$ cat src/design/stt_pkg.sv
package stt_pkg;

  // Scan modes of the lexer, one-hot.
  typedef enum logic [11:0] {
    M_IDLE        = 12'b0000_0000_0001,
    M_NUM         = 12'b0000_0000_0010,
    M_NUM_OVF     = 12'b0000_0000_0100,
    M_NUM_DOT     = 12'b0000_0000_1000,
    M_NUM_DOT_OVF = 12'b0000_0001_0000,
    M_FRAC        = 12'b0000_0010_0000,
    M_IDENT       = 12'b0000_0100_0000,
    M_UNDER       = 12'b0000_1000_0000,
    M_OP          = 12'b0001_0000_0000,
    M_BIN         = 12'b0010_0000_0000,
    M_BIN_COLON   = 12'b0100_0000_0000,
    M_ERR         = 12'b1000_0000_0000
  } mode_e;

  localparam logic [5:0] K_END   = 6'd0;
  localparam logic [5:0] K_INT   = 6'd1;
  localparam logic [5:0] K_FLOAT = 6'd2;
  localparam logic [5:0] K_IDENT = 6'd3;
  localparam logic [5:0] K_TRUE  = 6'd13;
  localparam logic [5:0] K_SBYTE = 6'd15;
  localparam logic [5:0] K_SEND  = 6'd16;
  localparam logic [5:0] K_UNDER = 6'd17;
  localparam logic [5:0] K_CARET = 6'd20;
  localparam logic [5:0] K_LT    = 6'd24;
  localparam logic [5:0] K_MINUS = 6'd26;
  localparam logic [5:0] K_GT    = 6'd29;
  localparam logic [5:0] K_NOT   = 6'd44;
  localparam logic [5:0] K_LBRK  = 6'd32;
  localparam logic [5:0] K_ERROR = 6'd47;

  localparam logic [3:0] E_NONE    = 4'd0;
  localparam logic [3:0] E_CHAR    = 4'd1;
  localparam logic [3:0] E_EQ      = 4'd2;
  localparam logic [3:0] E_AMP     = 4'd3;
  localparam logic [3:0] E_BAR     = 4'd4;
  localparam logic [3:0] E_QUOTE   = 4'd5;
  localparam logic [3:0] E_BINCHAR = 4'd6;
  localparam logic [3:0] E_UNCLOSE = 4'd7;
  localparam logic [3:0] E_BITCNT  = 4'd8;
  localparam logic [3:0] E_OVF     = 4'd9;

  localparam logic [20:0] POS_MAX = 21'd1048576;

  // One result token.
  typedef struct packed {
    logic [5:0]  kind;
    logic [3:0]  err;
    logic [62:0] value;
    logic [20:0] line;
    logic [20:0] column;
    logic [19:0] offset;
    logic [20:0] length;
    logic        last;
  } token_t;

  // Work request from the front part to the back part.
  typedef struct packed {
    logic [1:0] count;
    token_t     tok0;
    token_t     tok1;
  } job_t;

  function automatic logic is_digit(input logic [7:0] c);
    return c >= 8'h30 && c <= 8'h39;
  endfunction

  function automatic logic is_alpha(input logic [7:0] c);
    return (c >= 8'h61 && c <= 8'h7a) || (c >= 8'h41 && c <= 8'h5a);
  endfunction

  function automatic logic is_word(input logic [7:0] c);
    return is_digit(c) || is_alpha(c) || c == 8'h5f;
  endfunction

  function automatic logic is_blank(input logic [7:0] c);
    return c == 8'h20 || c == 8'h09 || c == 8'h0d || c == 8'h0a;
  endfunction

  // Keyword lookup on the packed first bytes of an identifier.
  function automatic logic [5:0] kw_kind(input logic [63:0] b, input logic [3:0] n);
    logic [5:0] k;
    k = K_IDENT;
    unique case (n)
      4'd1: if (b == 64'h76) k = 6'd14;
      4'd3: begin
        if (b == 64'h696e74) k = 6'd4;
        else if (b == 64'h737472) k = 6'd7;
      end
      4'd4: begin
        if (b == 64'h626f6f6c) k = 6'd6;
        else if (b == 64'h62797465) k = 6'd8;
        else if (b == 64'h766f6964) k = 6'd9;
        else if (b == 64'h65786974) k = 6'd12;
        else if (b == 64'h74727565) k = 6'd13;
      end
      4'd5: begin
        if (b == 64'h666c6f6174) k = 6'd5;
        else if (b == 64'h627265616b) k = 6'd10;
        else if (b == 64'h66616c7365) k = 6'd14;
      end
      4'd8: if (b == 64'h636f6e74696e7565) k = 6'd11;
      default: k = K_IDENT;
    endcase
    return k;
  endfunction

  // Single-character tokens that need no lookahead; 0 means none.
  function automatic logic [5:0] single_kind(input logic [7:0] c);
    logic [5:0] k;
    unique case (c)
      8'h40: k = 6'd18;
      8'h23: k = 6'd19;
      8'h5e: k = 6'd20;
      8'h3f: k = 6'd30;
      8'h7e: k = 6'd31;
      8'h5d: k = 6'd33;
      8'h28: k = 6'd34;
      8'h29: k = 6'd35;
      8'h3b: k = 6'd36;
      8'h2c: k = 6'd37;
      8'h2b: k = 6'd38;
      8'h2a: k = 6'd39;
      8'h2f: k = 6'd40;
      8'h25: k = 6'd41;
      default: k = 6'd0;
    endcase
    return k;
  endfunction

  function automatic logic is_held_op(input logic [7:0] c);
    return c == 8'h3c || c == 8'h2d || c == 8'h3e || c == 8'h3d ||
           c == 8'h21 || c == 8'h26 || c == 8'h7c || c == 8'h5b;
  endfunction

  // Two-character operator after a held first character; 0 means none.
  function automatic logic [5:0] two_kind(input logic [7:0] h, input logic [7:0] c);
    logic [5:0] k;
    k = 6'd0;
    unique case (h)
      8'h3c: begin
        if (c == 8'h2d) k = 6'd21;
        else if (c == 8'h3f) k = 6'd22;
        else if (c == 8'h3d) k = 6'd23;
      end
      8'h2d: if (c == 8'h3e) k = 6'd25;
      8'h3e: begin
        if (c == 8'h3e) k = 6'd27;
        else if (c == 8'h3d) k = 6'd28;
      end
      8'h3d: if (c == 8'h3d) k = 6'd42;
      8'h21: if (c == 8'h3d) k = 6'd43;
      8'h26: if (c == 8'h26) k = 6'd45;
      8'h7c: if (c == 8'h7c) k = 6'd46;
      default: k = 6'd0;
    endcase
    return k;
  endfunction

endpackage

$ cat src/design/stt_if.sv
interface stt_in_if;
  logic       valid;
  logic       ready;
  logic [7:0] char_byte;
  logic       end_of_source;
  modport source (output valid, char_byte, end_of_source, input ready);
  modport sink (input valid, char_byte, end_of_source, output ready);
endinterface

interface stt_out_if;
  logic        valid;
  logic        ready;
  logic [5:0]  token_kind;
  logic [3:0]  error_code;
  logic [62:0] token_value;
  logic [20:0] start_line;
  logic [20:0] start_column;
  logic [19:0] start_offset;
  logic [20:0] token_length;
  logic        last_of_run;
  modport source (output valid, token_kind, error_code, token_value, start_line,
                  start_column, start_offset, token_length, last_of_run, input ready);
  modport sink (input valid, token_kind, error_code, token_value, start_line,
                start_column, start_offset, token_length, last_of_run, output ready);
endinterface

$ cat src/design/stt_front.sv
module stt_front #(
  parameter int unsigned SOURCE_BYTES  = 1048576,
  parameter int unsigned KEYWORD_CHARS = 8
) (
  input  logic          clk_i,
  input  logic          rst_ni,
  input  logic          in_valid_i,
  output logic          in_ready_o,
  input  logic [7:0]    char_byte_i,
  input  logic          end_of_source_i,
  output logic          job_valid_o,
  input  logic          job_ready_i,
  output stt_pkg::job_t job_o
);
  import stt_pkg::*;

  localparam logic [19:0] OFF_MAX = (SOURCE_BYTES - 1 < 1048575) ?
                                    20'(SOURCE_BYTES - 1) : 20'hFFFFF;
  // Characters kept for keyword matching, and where the length count stops.
  localparam logic [3:0] KW_CAP  = (KEYWORD_CHARS < 8) ? 4'(KEYWORD_CHARS) : 4'd8;
  localparam logic [3:0] LEN_SAT = (KEYWORD_CHARS + 1 < 15) ?
                                   4'(KEYWORD_CHARS + 1) : 4'd15;

  mode_e       mode_q, mode_d;
  logic [7:0]  held_q, held_d;
  logic [20:0] line_q, line_d, col_q, col_d, sline_q, sline_d, scol_q, scol_d;
  logic [19:0] off_q, off_d, soff_q, soff_d;
  logic [62:0] acc_q, acc_d;
  logic [63:0] kw_q, kw_d;
  logic [3:0]  kwl_q, kwl_d;
  logic [7:0]  bits_q, bits_d;
  logic [2:0]  phase_q, phase_d;
  job_t        job;

  logic        fire;
  logic [7:0]  c;
  logic [20:0] pcol;
  logic [19:0] poff;
  logic [19:0] plen;
  logic [3:0]  d4;
  logic [66:0] mul10;
  logic        ovf;
  logic [7:0]  nbits;

  assign in_ready_o  = job_ready_i;
  assign fire        = in_valid_i && in_ready_o;
  assign job_valid_o = fire && job.count != 2'd0;
  assign job_o       = job;
  assign c           = char_byte_i;
  assign pcol        = (col_q > 21'd1) ? col_q - 21'd1 : 21'd1;
  assign poff        = (off_q > 20'd0) ? off_q - 20'd1 : 20'd0;
  // Span from the token start up to the previous byte, never below zero.
  assign plen        = (poff > soff_q) ? poff - soff_q : 20'd0;
  assign d4          = c[3:0];
  // Overflow when acc*10+d exceeds 2^63-1.
  assign mul10       = {4'd0, acc_q} * 67'd10 + {63'd0, d4};
  assign ovf         = mul10[66:63] != 4'd0;
  assign nbits       = {bits_q[6:0], c[0]};

  always_comb begin
    token_t t;
    logic   done;
    logic [5:0] sk, tk;
    mode_e  nm;
    mode_d = mode_q; held_d = held_q; line_d = line_q; col_d = col_q;
    off_d = off_q; sline_d = sline_q; scol_d = scol_q; soff_d = soff_q;
    acc_d = acc_q; kw_d = kw_q; kwl_d = kwl_q; bits_d = bits_q; phase_d = phase_q;
    job = '0;
    t = '0;
    done = 1'b0;
    sk = 6'd0;
    tk = 6'd0;
    nm = mode_q;

    // Token at the held start, ending at a given offset.
    if (!end_of_source_i && mode_q != M_ERR) begin
      // Pending token closed by this byte, if any.
      t.line = sline_q; t.column = scol_q; t.offset = soff_q;
      t.length = {1'b0, off_q - soff_q};
      unique case (mode_q)
        M_IDLE: done = 1'b0;
        M_NUM, M_NUM_OVF: begin
          if (is_digit(c)) begin
            if (mode_q == M_NUM) begin
              if (ovf) mode_d = M_NUM_OVF;
              else acc_d = mul10[62:0];
            end
          end else if (c == 8'h2e) begin
            mode_d = (mode_q == M_NUM) ? M_NUM_DOT : M_NUM_DOT_OVF;
          end else if (mode_q == M_NUM_OVF) begin
            t.kind = K_ERROR; t.err = E_OVF; mode_d = M_ERR;
            job.count = 2'd1; job.tok0 = t;
          end else begin
            t.kind = K_INT; t.value = acc_q; done = 1'b1;
          end
        end
        M_NUM_DOT, M_NUM_DOT_OVF: begin
          t.length = {1'b0, plen};
          if (is_digit(c)) mode_d = M_FRAC;
          else begin
            job.count = 2'd1;
            if (mode_q == M_NUM_DOT_OVF) begin
              t.kind = K_ERROR; t.err = E_OVF;
              job.tok0 = t;
            end else begin
              t.kind = K_INT; t.value = acc_q;
              job.tok0 = t;
              job.count = 2'd2;
              job.tok1 = '0;
              job.tok1.kind = K_ERROR; job.tok1.err = E_CHAR;
              job.tok1.line = line_q; job.tok1.column = pcol;
              job.tok1.offset = poff; job.tok1.length = 21'd1;
            end
            mode_d = M_ERR;
          end
        end
        M_FRAC: if (!is_digit(c)) begin
          t.kind = K_FLOAT; done = 1'b1;
        end
        M_IDENT: begin
          if (is_word(c)) begin
            if (kwl_q < KW_CAP) kw_d = {kw_q[55:0], c};
            if (kwl_q < LEN_SAT) kwl_d = kwl_q + 4'd1;
          end else begin
            t.kind = kw_kind(kw_q, kwl_q);
            if (t.kind == K_TRUE) t.value = 63'd1;
            done = 1'b1;
          end
        end
        M_UNDER: begin
          if (is_word(c)) begin
            kw_d = {48'd0, 8'h5f, c}; kwl_d = 4'd2; mode_d = M_IDENT;
          end else begin
            t.kind = K_UNDER; done = 1'b1;
          end
        end
        M_OP: begin
          t.length = 21'd1;
          tk = two_kind(held_q, c);
          if (tk != 6'd0) begin
            t.kind = tk; t.length = {1'b0, off_q - soff_q} + 21'd1; mode_d = M_IDLE;
            job.count = 2'd1; job.tok0 = t;
          end else if (held_q == 8'h5b && c == 8'h3a) begin
            bits_d = 8'd0; phase_d = 3'd0; mode_d = M_BIN;
          end else begin
            done = 1'b1;
            unique case (held_q)
              8'h3c: t.kind = K_LT;
              8'h2d: t.kind = K_MINUS;
              8'h3e: t.kind = K_GT;
              8'h21: t.kind = K_NOT;
              8'h5b: t.kind = K_LBRK;
              8'h3d: begin t.kind = K_ERROR; t.err = E_EQ; end
              8'h26: begin t.kind = K_ERROR; t.err = E_AMP; end
              default: begin t.kind = K_ERROR; t.err = E_BAR; end
            endcase
            if (t.kind == K_ERROR) begin
              done = 1'b0; mode_d = M_ERR;
              job.count = 2'd1; job.tok0 = t;
            end
          end
        end
        M_BIN: begin
          if (c == 8'h3a) mode_d = M_BIN_COLON;
          else if (c == 8'h30 || c == 8'h31) begin
            if (phase_q == 3'd7) begin
              t.kind = K_SBYTE; t.value = {55'd0, nbits};
              t.length = {1'b0, off_q - soff_q} + 21'd1;
              job.count = 2'd1; job.tok0 = t;
              bits_d = 8'd0; phase_d = 3'd0;
            end else begin
              bits_d = nbits; phase_d = phase_q + 3'd1;
            end
          end else if (!is_blank(c)) begin
            t.kind = K_ERROR; t.err = E_BINCHAR; t.line = line_q; t.column = col_q;
            t.offset = off_q; t.length = 21'd1;
            job.count = 2'd1; job.tok0 = t; mode_d = M_ERR;
          end
        end
        M_BIN_COLON: begin
          job.count = 2'd1; mode_d = M_ERR;
          if (c == 8'h5d) begin
            t.length = {1'b0, off_q - soff_q} + 21'd1;
            if (phase_q != 3'd0) begin t.kind = K_ERROR; t.err = E_BITCNT; end
            else begin t.kind = K_SEND; mode_d = M_IDLE; end
          end else begin
            t.kind = K_ERROR; t.err = E_BINCHAR; t.line = line_q; t.column = pcol;
            t.offset = poff; t.length = 21'd1;
          end
          job.tok0 = t;
        end
        default: mode_d = M_ERR;
      endcase

      if (done) begin
        job.count = 2'd1; job.tok0 = t; mode_d = M_IDLE;
      end

      // Start of a new token from idle, or right after a closed one.
      if (mode_q == M_IDLE || done) begin
        nm = M_IDLE;
        if (!is_blank(c)) begin
          t = '0;
          t.line = line_q; t.column = col_q; t.offset = off_q; t.length = 21'd1;
          sline_d = line_q; scol_d = col_q; soff_d = off_q;
          sk = single_kind(c);
          if (is_digit(c)) begin
            acc_d = {59'd0, d4}; nm = M_NUM;
          end else if (is_alpha(c)) begin
            kw_d = {56'd0, c}; kwl_d = 4'd1; nm = M_IDENT;
          end else if (c == 8'h5f) nm = M_UNDER;
          else if (is_held_op(c)) begin
            held_d = c; nm = M_OP;
          end else begin
            if (sk != 6'd0) begin
              t.kind = sk; if (sk == K_CARET) t.value = 63'd1;
            end else begin
              t.kind = K_ERROR;
              t.err = (c == 8'h22 || c == 8'h27) ? E_QUOTE : E_CHAR;
              nm = M_ERR;
            end
            if (done) begin job.count = 2'd2; job.tok1 = t; end
            else begin job.count = 2'd1; job.tok0 = t; end
          end
        end
        mode_d = nm;
      end

      // Position tracking.
      if (off_q < OFF_MAX) off_d = off_q + 20'd1;
      if (c == 8'h0a) begin
        if (line_q < POS_MAX) line_d = line_q + 21'd1;
        col_d = 21'd1;
      end else if (col_q < POS_MAX) col_d = col_q + 21'd1;
    end else if (end_of_source_i) begin
      // Flush the pending token, then the end token unless the flush failed.
      t.line = sline_q; t.column = scol_q; t.offset = soff_q;
      t.length = {1'b0, off_q - soff_q};
      done = 1'b1;
      unique case (mode_q)
        M_NUM: begin t.kind = K_INT; t.value = acc_q; end
        M_NUM_OVF: begin t.kind = K_ERROR; t.err = E_OVF; end
        M_NUM_DOT: begin t.kind = K_INT; t.value = acc_q; t.length = {1'b0, plen}; end
        M_NUM_DOT_OVF: begin
          t.kind = K_ERROR; t.err = E_OVF; t.length = {1'b0, plen};
        end
        M_FRAC: t.kind = K_FLOAT;
        M_IDENT: begin
          t.kind = kw_kind(kw_q, kwl_q); if (t.kind == K_TRUE) t.value = 63'd1;
        end
        M_UNDER: t.kind = K_UNDER;
        M_OP: begin
          t.length = 21'd1;
          unique case (held_q)
            8'h3c: t.kind = K_LT;
            8'h2d: t.kind = K_MINUS;
            8'h3e: t.kind = K_GT;
            8'h21: t.kind = K_NOT;
            8'h5b: t.kind = K_LBRK;
            8'h3d: begin t.kind = K_ERROR; t.err = E_EQ; end
            8'h26: begin t.kind = K_ERROR; t.err = E_AMP; end
            default: begin t.kind = K_ERROR; t.err = E_BAR; end
          endcase
        end
        M_BIN: begin t.kind = K_ERROR; t.err = E_UNCLOSE; end
        M_BIN_COLON: begin
          t.kind = K_ERROR; t.err = E_BINCHAR; t.line = line_q; t.column = pcol;
          t.offset = poff; t.length = 21'd1;
        end
        default: done = 1'b0;
      endcase
      job.tok1 = '0;
      job.tok1.kind = K_END; job.tok1.line = line_q; job.tok1.column = col_q;
      job.tok1.offset = off_q;
      if (mode_q == M_NUM_DOT) begin
        job.count = 2'd2; job.tok0 = t;
        job.tok1.kind = K_ERROR; job.tok1.err = E_CHAR; job.tok1.column = pcol;
        job.tok1.offset = poff; job.tok1.length = 21'd1;
      end else if (!done) begin
        job.count = 2'd1; job.tok0 = job.tok1;
      end else if (t.kind == K_ERROR) begin
        job.count = 2'd1; job.tok0 = t;
      end else begin
        job.count = 2'd2; job.tok0 = t;
      end
      mode_d = M_IDLE; held_d = '0; line_d = 21'd1; col_d = 21'd1; off_d = '0;
      sline_d = 21'd1; scol_d = 21'd1; soff_d = '0; acc_d = '0; kw_d = '0;
      kwl_d = '0; bits_d = '0; phase_d = '0;
    end

    // Mark the final token of this request.
    if (job.count == 2'd2) job.tok1.last = 1'b1;
    else job.tok0.last = 1'b1;
  end

  always_ff @(posedge clk_i or negedge rst_ni) begin
    if (!rst_ni) begin
      mode_q <= M_IDLE; held_q <= '0; line_q <= 21'd1; col_q <= 21'd1; off_q <= '0;
      sline_q <= 21'd1; scol_q <= 21'd1; soff_q <= '0; acc_q <= '0; kw_q <= '0;
      kwl_q <= '0; bits_q <= '0; phase_q <= '0;
    end else if (fire) begin
      mode_q <= mode_d; held_q <= held_d; line_q <= line_d; col_q <= col_d;
      off_q <= off_d; sline_q <= sline_d; scol_q <= scol_d; soff_q <= soff_d;
      acc_q <= acc_d; kw_q <= kw_d; kwl_q <= kwl_d; bits_q <= bits_d;
      phase_q <= phase_d;
    end
  end

  // The end marker always yields at least one token.
  a_eos_emits: assert property (@(posedge clk_i) disable iff (!rst_ni)
    fire && end_of_source_i |-> job_valid_o) else $error("end marker gave no token");
  // The end marker returns the scanner to idle.
  a_eos_idle: assert property (@(posedge clk_i) disable iff (!rst_ni)
    fire && end_of_source_i |=> mode_q == M_IDLE && off_q == 20'd0)
    else $error("state not cleared after end marker");
  // Nothing is emitted while the error is sticky, except at the end marker.
  a_err_quiet: assert property (@(posedge clk_i) disable iff (!rst_ni)
    fire && mode_q == M_ERR && !end_of_source_i |-> !job_valid_o)
    else $error("token emitted in sticky error");
endmodule

$ cat src/design/stt_back.sv
module stt_back (
  input  logic          clk_i,
  input  logic          rst_ni,
  input  logic          job_valid_i,
  output logic          job_ready_o,
  input  stt_pkg::job_t job_i,
  output logic          tok_valid_o,
  input  logic          tok_ready_i,
  output stt_pkg::token_t tok_o
);
  import stt_pkg::*;

  // Four-entry token queue; a request pushes one or two tokens.
  token_t     fifo_q [4];
  logic [1:0] wp_q, rp_q;
  logic [2:0] cnt_q, cnt_d;
  logic       push, pop;

  assign job_ready_o = cnt_q <= 3'd2;
  assign push        = job_valid_i && job_ready_o;
  assign tok_valid_o = cnt_q != 3'd0;
  assign pop         = tok_valid_o && tok_ready_i;
  assign tok_o       = fifo_q[rp_q];

  always_comb begin
    cnt_d = cnt_q;
    if (push) cnt_d = cnt_d + {1'b0, job_i.count};
    if (pop) cnt_d = cnt_d - 3'd1;
  end

  always_ff @(posedge clk_i) begin
    if (push) begin
      fifo_q[wp_q] <= job_i.tok0;
      if (job_i.count == 2'd2) fifo_q[wp_q + 2'd1] <= job_i.tok1;
    end
  end

  always_ff @(posedge clk_i or negedge rst_ni) begin
    if (!rst_ni) begin
      wp_q <= '0; rp_q <= '0; cnt_q <= '0;
    end else begin
      if (push) wp_q <= wp_q + job_i.count;
      if (pop) rp_q <= rp_q + 2'd1;
      cnt_q <= cnt_d;
    end
  end

  a_cnt_max: assert property (@(posedge clk_i) disable iff (!rst_ni) cnt_q <= 3'd4)
    else $error("token queue overflow");
  a_count_ok: assert property (@(posedge clk_i) disable iff (!rst_ni)
    job_valid_i |-> job_i.count == 2'd1 || job_i.count == 2'd2)
    else $error("bad token count");
  a_ptrs: assert property (@(posedge clk_i) disable iff (!rst_ni)
    cnt_q[1:0] == 2'(wp_q - rp_q)) else $error("queue pointers disagree with count");
endmodule

$ cat src/design/source_text_tokenizer.sv
// Streaming source tokenizer.
// The in channel carries one source byte per request, or an end marker
// (end_of_source = 1) that flushes the pending token, emits an end token unless
// that gave an error, and returns all counters to line 1, column 1, offset 0.
// The out channel carries tokens: kind, error code, value, start position,
// length, and last_of_run on the final token caused by one input request.
// Each byte is classified in the cycle it is accepted; its tokens (zero, one
// or two) land in a four-entry queue and appear on the out channel in the
// next cycle at the earliest. One byte is accepted per cycle while the queue has
// room for two tokens, and one token leaves per cycle while out.ready is high,
// set by the single queue read port.
// If the receiver stalls, the queue fills and in.ready drops when fewer
// than two entries are free; nothing is lost.
// Reset clears the scanner state and empties the queue.
module source_text_tokenizer #(
  parameter int unsigned SOURCE_BYTES  = 1048576,
  parameter int unsigned KEYWORD_CHARS = 8
) (
  input  logic      clk_i,
  input  logic      rst_ni,
  stt_in_if.sink    in_if,
  stt_out_if.source out_if
);
  import stt_pkg::*;

  job_t   job;
  logic   job_valid, job_ready;
  token_t tok;

  stt_front #(.SOURCE_BYTES(SOURCE_BYTES), .KEYWORD_CHARS(KEYWORD_CHARS)) u_front (
    .clk_i, .rst_ni,
    .in_valid_i(in_if.valid), .in_ready_o(in_if.ready),
    .char_byte_i(in_if.char_byte), .end_of_source_i(in_if.end_of_source),
    .job_valid_o(job_valid), .job_ready_i(job_ready), .job_o(job)
  );

  stt_back u_back (
    .clk_i, .rst_ni,
    .job_valid_i(job_valid), .job_ready_o(job_ready), .job_i(job),
    .tok_valid_o(out_if.valid), .tok_ready_i(out_if.ready), .tok_o(tok)
  );

  assign out_if.token_kind   = tok.kind;
  assign out_if.error_code   = tok.err;
  assign out_if.token_value  = tok.value;
  assign out_if.start_line   = tok.line;
  assign out_if.start_column = tok.column;
  assign out_if.start_offset = tok.offset;
  assign out_if.token_length = tok.length;
  assign out_if.last_of_run  = tok.last;

  // Keyword matching covers eight characters in this build.
  a_kw_chars: assert property (@(posedge clk_i) disable iff (!rst_ni)
    KEYWORD_CHARS >= 8) else $error("unsupported keyword width");
  a_valid_hold: assert property (@(posedge clk_i) disable iff (!rst_ni)
    out_if.valid && !out_if.ready |=> out_if.valid) else $error("token dropped");
  a_last_sane: assert property (@(posedge clk_i) disable iff (!rst_ni)
    out_if.valid && out_if.token_kind == K_END |-> out_if.last_of_run)
    else $error("end token not last");
endmodule

$ cat src/flat_wrapper.sv
// flat-port wrapper written by rule: the top's interface ports become plain ports
module source_text_tokenizer_flat import stt_pkg::*;
#(
  parameter int unsigned SOURCE_BYTES  = 1048576,
  parameter int unsigned KEYWORD_CHARS = 8
)
  (clk_i, rst_ni, in_if_valid, in_if_char_byte, in_if_end_of_source, in_if_ready, out_if_valid, out_if_token_kind, out_if_error_code, out_if_token_value, out_if_start_line, out_if_start_column, out_if_start_offset, out_if_token_length, out_if_last_of_run, out_if_ready);
  stt_in_if in_if_i ();
  stt_out_if out_if_i ();
  input  logic clk_i;
  input  logic rst_ni;
  input wire logic [$bits(in_if_i.valid)-1:0] in_if_valid;
  input wire logic [$bits(in_if_i.char_byte)-1:0] in_if_char_byte;
  input wire logic [$bits(in_if_i.end_of_source)-1:0] in_if_end_of_source;
  output wire logic [$bits(in_if_i.ready)-1:0] in_if_ready;
  output wire logic [$bits(out_if_i.valid)-1:0] out_if_valid;
  output wire logic [$bits(out_if_i.token_kind)-1:0] out_if_token_kind;
  output wire logic [$bits(out_if_i.error_code)-1:0] out_if_error_code;
  output wire logic [$bits(out_if_i.token_value)-1:0] out_if_token_value;
  output wire logic [$bits(out_if_i.start_line)-1:0] out_if_start_line;
  output wire logic [$bits(out_if_i.start_column)-1:0] out_if_start_column;
  output wire logic [$bits(out_if_i.start_offset)-1:0] out_if_start_offset;
  output wire logic [$bits(out_if_i.token_length)-1:0] out_if_token_length;
  output wire logic [$bits(out_if_i.last_of_run)-1:0] out_if_last_of_run;
  input wire logic [$bits(out_if_i.ready)-1:0] out_if_ready;
  assign in_if_i.valid = in_if_valid;
  assign in_if_i.char_byte = in_if_char_byte;
  assign in_if_i.end_of_source = in_if_end_of_source;
  assign in_if_ready = in_if_i.ready;
  assign out_if_valid = out_if_i.valid;
  assign out_if_token_kind = out_if_i.token_kind;
  assign out_if_error_code = out_if_i.error_code;
  assign out_if_token_value = out_if_i.token_value;
  assign out_if_start_line = out_if_i.start_line;
  assign out_if_start_column = out_if_i.start_column;
  assign out_if_start_offset = out_if_i.start_offset;
  assign out_if_token_length = out_if_i.token_length;
  assign out_if_last_of_run = out_if_i.last_of_run;
  assign out_if_i.ready = out_if_ready;
  source_text_tokenizer #(.SOURCE_BYTES(SOURCE_BYTES), .KEYWORD_CHARS(KEYWORD_CHARS)) u_core (.clk_i(clk_i), .rst_ni(rst_ni), .in_if(in_if_i), .out_if(out_if_i));
endmodule
$ cat config.mk
export PLATFORM = sky130hd
export DESIGN_NAME = source_text_tokenizer_flat
export DESIGN_NICKNAME = d
export VERILOG_FILES = /design/src/design/stt_pkg.sv /design/src/design/stt_if.sv /design/src/design/stt_front.sv /design/src/design/stt_back.sv /design/src/design/source_text_tokenizer.sv /design/src/flat_wrapper.sv
export SDC_FILE = /design/constraint.sdc
export NUM_CORES = 2
export LEC_CHECK = 0
export BUFFER_PORTS_ARGS = -buffer_cell sky130_fd_sc_hd__buf_2
export CORE_MARGIN = 8
export CORE_UTILIZATION = 50
export CTS_BUF_LIST = sky130_fd_sc_hd__clkbuf_8
export CTS_CLUSTER_SIZE = 40
export DETAILED_ROUTE_END_ITERATION = 7
export PLACE_DENSITY_LB_ADDON = 0.12
export SETUP_SLACK_MARGIN = 0.05
export SKIP_CTS_REPAIR_TIMING = 1
export SLEW_MARGIN = 20
export SYNTH_ARGS = -nofsm -noshare
export SYNTH_HDL_FRONTEND = slang
export SYNTH_HIERARCHICAL = 1
export SYNTH_SLANG_ARGS = --single-unit
$ cat constraint.sdc
create_clock -name clk_i -period 34.6 [get_ports clk_i]
set_clock_uncertainty 0.15 [all_clocks]
set_input_delay 0 -clock clk_i [delete_from_list [all_inputs] [get_ports clk_i]]
set_output_delay 0 -clock clk_i [all_outputs]
set_load 0.01 [all_outputs]
==> impl_metrics.ini <==
[final_layout]
syn_to_final_growth_pct = 7.93
final_common_cell = edfxtp_1
final_cell_mix = 628 x edfxtp_1, 422 x nand2_1, 419 x mux2_2
fin_util = 0.545
fin_nets = 5908
layout.cells.non_filler = 7495
drive_gt1_frac = 0.235

[worst_setup_path]
critPathRequiredTime_ns = 34.96
cp_max_fo = 46
r2r_setup_slack_ns = 25.85
critPathArrivalTime_ns = 9.11
crit_type = flop to flop
max_stage_delay_ns = 0.79
rr_worst_depth = 19
r2r-end = u_core/u_back/fifo_q[2][70]
crit_path_end_kind = flop
setup.worst_path.start_class = flop
path_cells = nor4bb_1, or4b_2, or3_1, nand3_1, nor3_1, a21oi_2, buf_4, a21oi_1, nand3_1, buf_4, nor2_1, nor3_1, nor4_1, nor2_1, nor2b_1, and4b_4, o21bai_4, buf_4, buf_4
r2r-start = u_core/u_front/held_q[5]
crit_path_top_delay_cell = and4b_4
cp_common_cell = buf_4

[clock_tree]
cts_tree = built
cts-root-buf = clkbuf_8
cts_made_buffers = 165
htreeDepth = 4
clk_path_buf_depth = 3
clk_pin_slew_ns = 0.06
clock_latency_ns = 0.92
cts.sinks = 920

[synthesis]
synth.distinct_cells = 118
synth_edf_count = 628
avgSynthCellArea_um2 = 11.1
ys_seq_area_frac = 0.418
synth_top_area_share = 0.302
async_flop_share = 0.317
synth-warning-count = 6
synth_area_mm2 = 0.0625
ys_ff_latch = 920
synth.area.top_cells = edfxtp_1 30%, dfrtp_1 11%, mux2_2 7.5%
netlist_instances = 5652
synth_flop_cell = edfxtp_1
yosysTopAreaCell = edfxtp_1

[power]
seq_power_share = 0.332
switching_share = 0.398
p_total_mw = 4.12
switchingPower_mw = 1.64
peakVddDrop_v = 0.0000431
pwr-share-comb = 0.424
pwr-share-clk = 0.244
internal_power_mw = 2.48
power_leakage_nw = 26.3
cellPowerDensity_mw_per_mm2 = 61.0

[global_routing]
grtUsageTotal = 0.285
grt_pass1_wl_um = 302000
grt_pass1_vias = 48000
grt_overflow_total = 0
antenna_found_initial = 5
grt_max_degree = 146

[floorplan]
dieArea_mm2 = 0.137
die_y_um = 370
pin_count = 172
core_mm2 = 0.124
fp.dieW_um = 370
placementRows = 129
initial_core_util = 0.505

[min_path]
whs_path_depth = 4
hp-class = primary input to flop
holdCritStartpoint = out_if_ready
hold_path_end = u_core/u_back/rp_q[0]

[detailed_routing]
vias = 48400
avgRoutedWirePerCell_um = 26.7
antenna_left = 0
drt_first_pass_iters = 8
drt_iter0_markers = 4621
drc_errors = 3
wl_um = 200000
via_per_inst = 6.46

[placement]
dp_cells = 7158
io_buffers = 171
place.gp.congestion = 0.975
dp_hpwl_um = 136000
pre_cts_slack_ns = 25.98

[sta]
finalHoldViolCount = 0
slew_headroom = 0.240
fmax_ghz = 0.114
period_share = 0.253
tns_ns = 0
fin_crit_ns = 8.75
worstMarginPinSlew_ns = 1.14
finalWorstSetupSlack_ns = 25.85
rsz0062_at_grt = false
drv_slew = 0
final-setup-viol-count = 0

[flow_run]
maxCapViolCount = 0

[outcome]
violations = design-rule violations
status = complete, but fails checks
-- worst max-delay path: cells and delay by family, from the launching register on --
| kind | cells | cell delay, ns |
|---|---|---|
| compound gates | 3 | 0.92 |
| simple gates | 12 | 4.59 |
| flops | 1 | 0.40 |
| buf+inv | 4 | 2.20 |
-- stage by stage --
step	instance area, um2	hold WS (ns)
floorplan	62900	-0.446
global placement	64000	-0.0648
detailed placement	64000	-0.0583
CTS	67200	-1.06
global route	67500	-0.0206
finish	67500	0.00139
-- power by group through the flow --
stage / Combinational (mW) / Clock (mW) / Sequential [mW]
floorplan: 1.17 / 0 / 1.36
global placement: 1.71 / 0 / 1.38
detailed placement: 1.71 / 0 / 1.39
CTS: 1.73 / 1.03 / 1.37
global route: 1.86 / 1.08 / 1.38
finish: 1.75 / 1.01 / 1.37
-- registers in the layout, indices dropped and copies added, names as in the netlist --
register                count
u_core/u_back/cnt_q         3
u_core/u_front/col_q       21
u_core/u_front/soff_q      20
u_core/u_front/scol_q      21
u_core/u_front/held_q       8
u_core/u_front/line_q      21
u_core/u_front/bits_q       7
u_core/u_front/kwl_q        4
u_core/u_front/kw_q        64
u_core/u_front/off_q       20
u_core/u_back/fifo_q      628
u_core/u_front/phase_q      3
u_core/u_front/acc_q       63
u_core/u_front/mode_q      12
u_core/u_back/wp_q          2
u_core/u_front/sline_q     21
u_core/u_back/rp_q          2
-- layout make-up --
cell class              instances  area, um2
diodes                          7       17.5
fillers                     10900      56500
clock buffers                 180       2480
inverters                      94        353
flip-flops and latches        920      26200
well taps                    1637       2050
multi-input cells            4252      33900
repair buffers                276       1800
clock inverters               129        754
-- synth_stat cells, types with 51 or more instances --
cell type,number
mux4_2,157
a22o_1,188
ha_1,181
nor2_1,392
mux2_4,211
and2_1,92
nand3_1,118
nand4_1,75
nor4_1,62
o22ai_1,81
dfrtp_1,287
nand2_1,423
o21ai_0,288
xnor2_1,98
mux2_2,419
a21oi_1,277
and3_1,51
clkbuf_1,234
nor3_1,101
buf_4,93
xor2_1,101
nor2b_1,52
edfxtp_1,628
buf_2,72
inv_1,93
-- routing by layer --
metal | share of wire | vias up | GRT usage
met4 | 0.033 | 2 | 0.0962
met1 | 0.42 | 24300 | 0.376
li1 | - | 21800 | -
met3 | 0.067 | 401 | 0.0484
met5 | 0.000060 | - | 0
met2 | 0.48 | 1940 | 0.476
-- kinds of logic (layout without fill, tap and decap cells) --
kind of cell,count (synthesis),in the layout,share of synthesized area
xor+xnor,199,199,0.0279
flops,920,920,0.418
mux,818,818,0.188
simple gates,1635,1635,0.134
fa+ha+maj,187,187,0.0380
buf+inv,563,679,0.0478
other cells,1,91,0.0000600
compound gates,1329,1329,0.146
-- how the worst max path moves through the flow --
stage	start	to	slack (ns)	cells past startpoint
CTS	u_core/u_front/held_q[5]	u_core/u_back/fifo_q[3][70]	25.91	19
floorplan	u_core/u_front/mode_q[10]	u_core/u_back/fifo_q[0][0]	18.11	17
detailed placement	u_core/u_front/held_q[5]	u_core/u_back/fifo_q[3][65]	25.98	19
global placement	u_core/u_front/held_q[7]	u_core/u_back/fifo_q[3][57]	26.00	18
finish	u_core/u_front/held_q[5]	u_core/u_back/fifo_q[2][70]	25.85	19
global route	u_core/u_front/held_q[7]	u_core/u_back/fifo_q[2][70]	25.32	18
(Power assumes the default switching activity.)
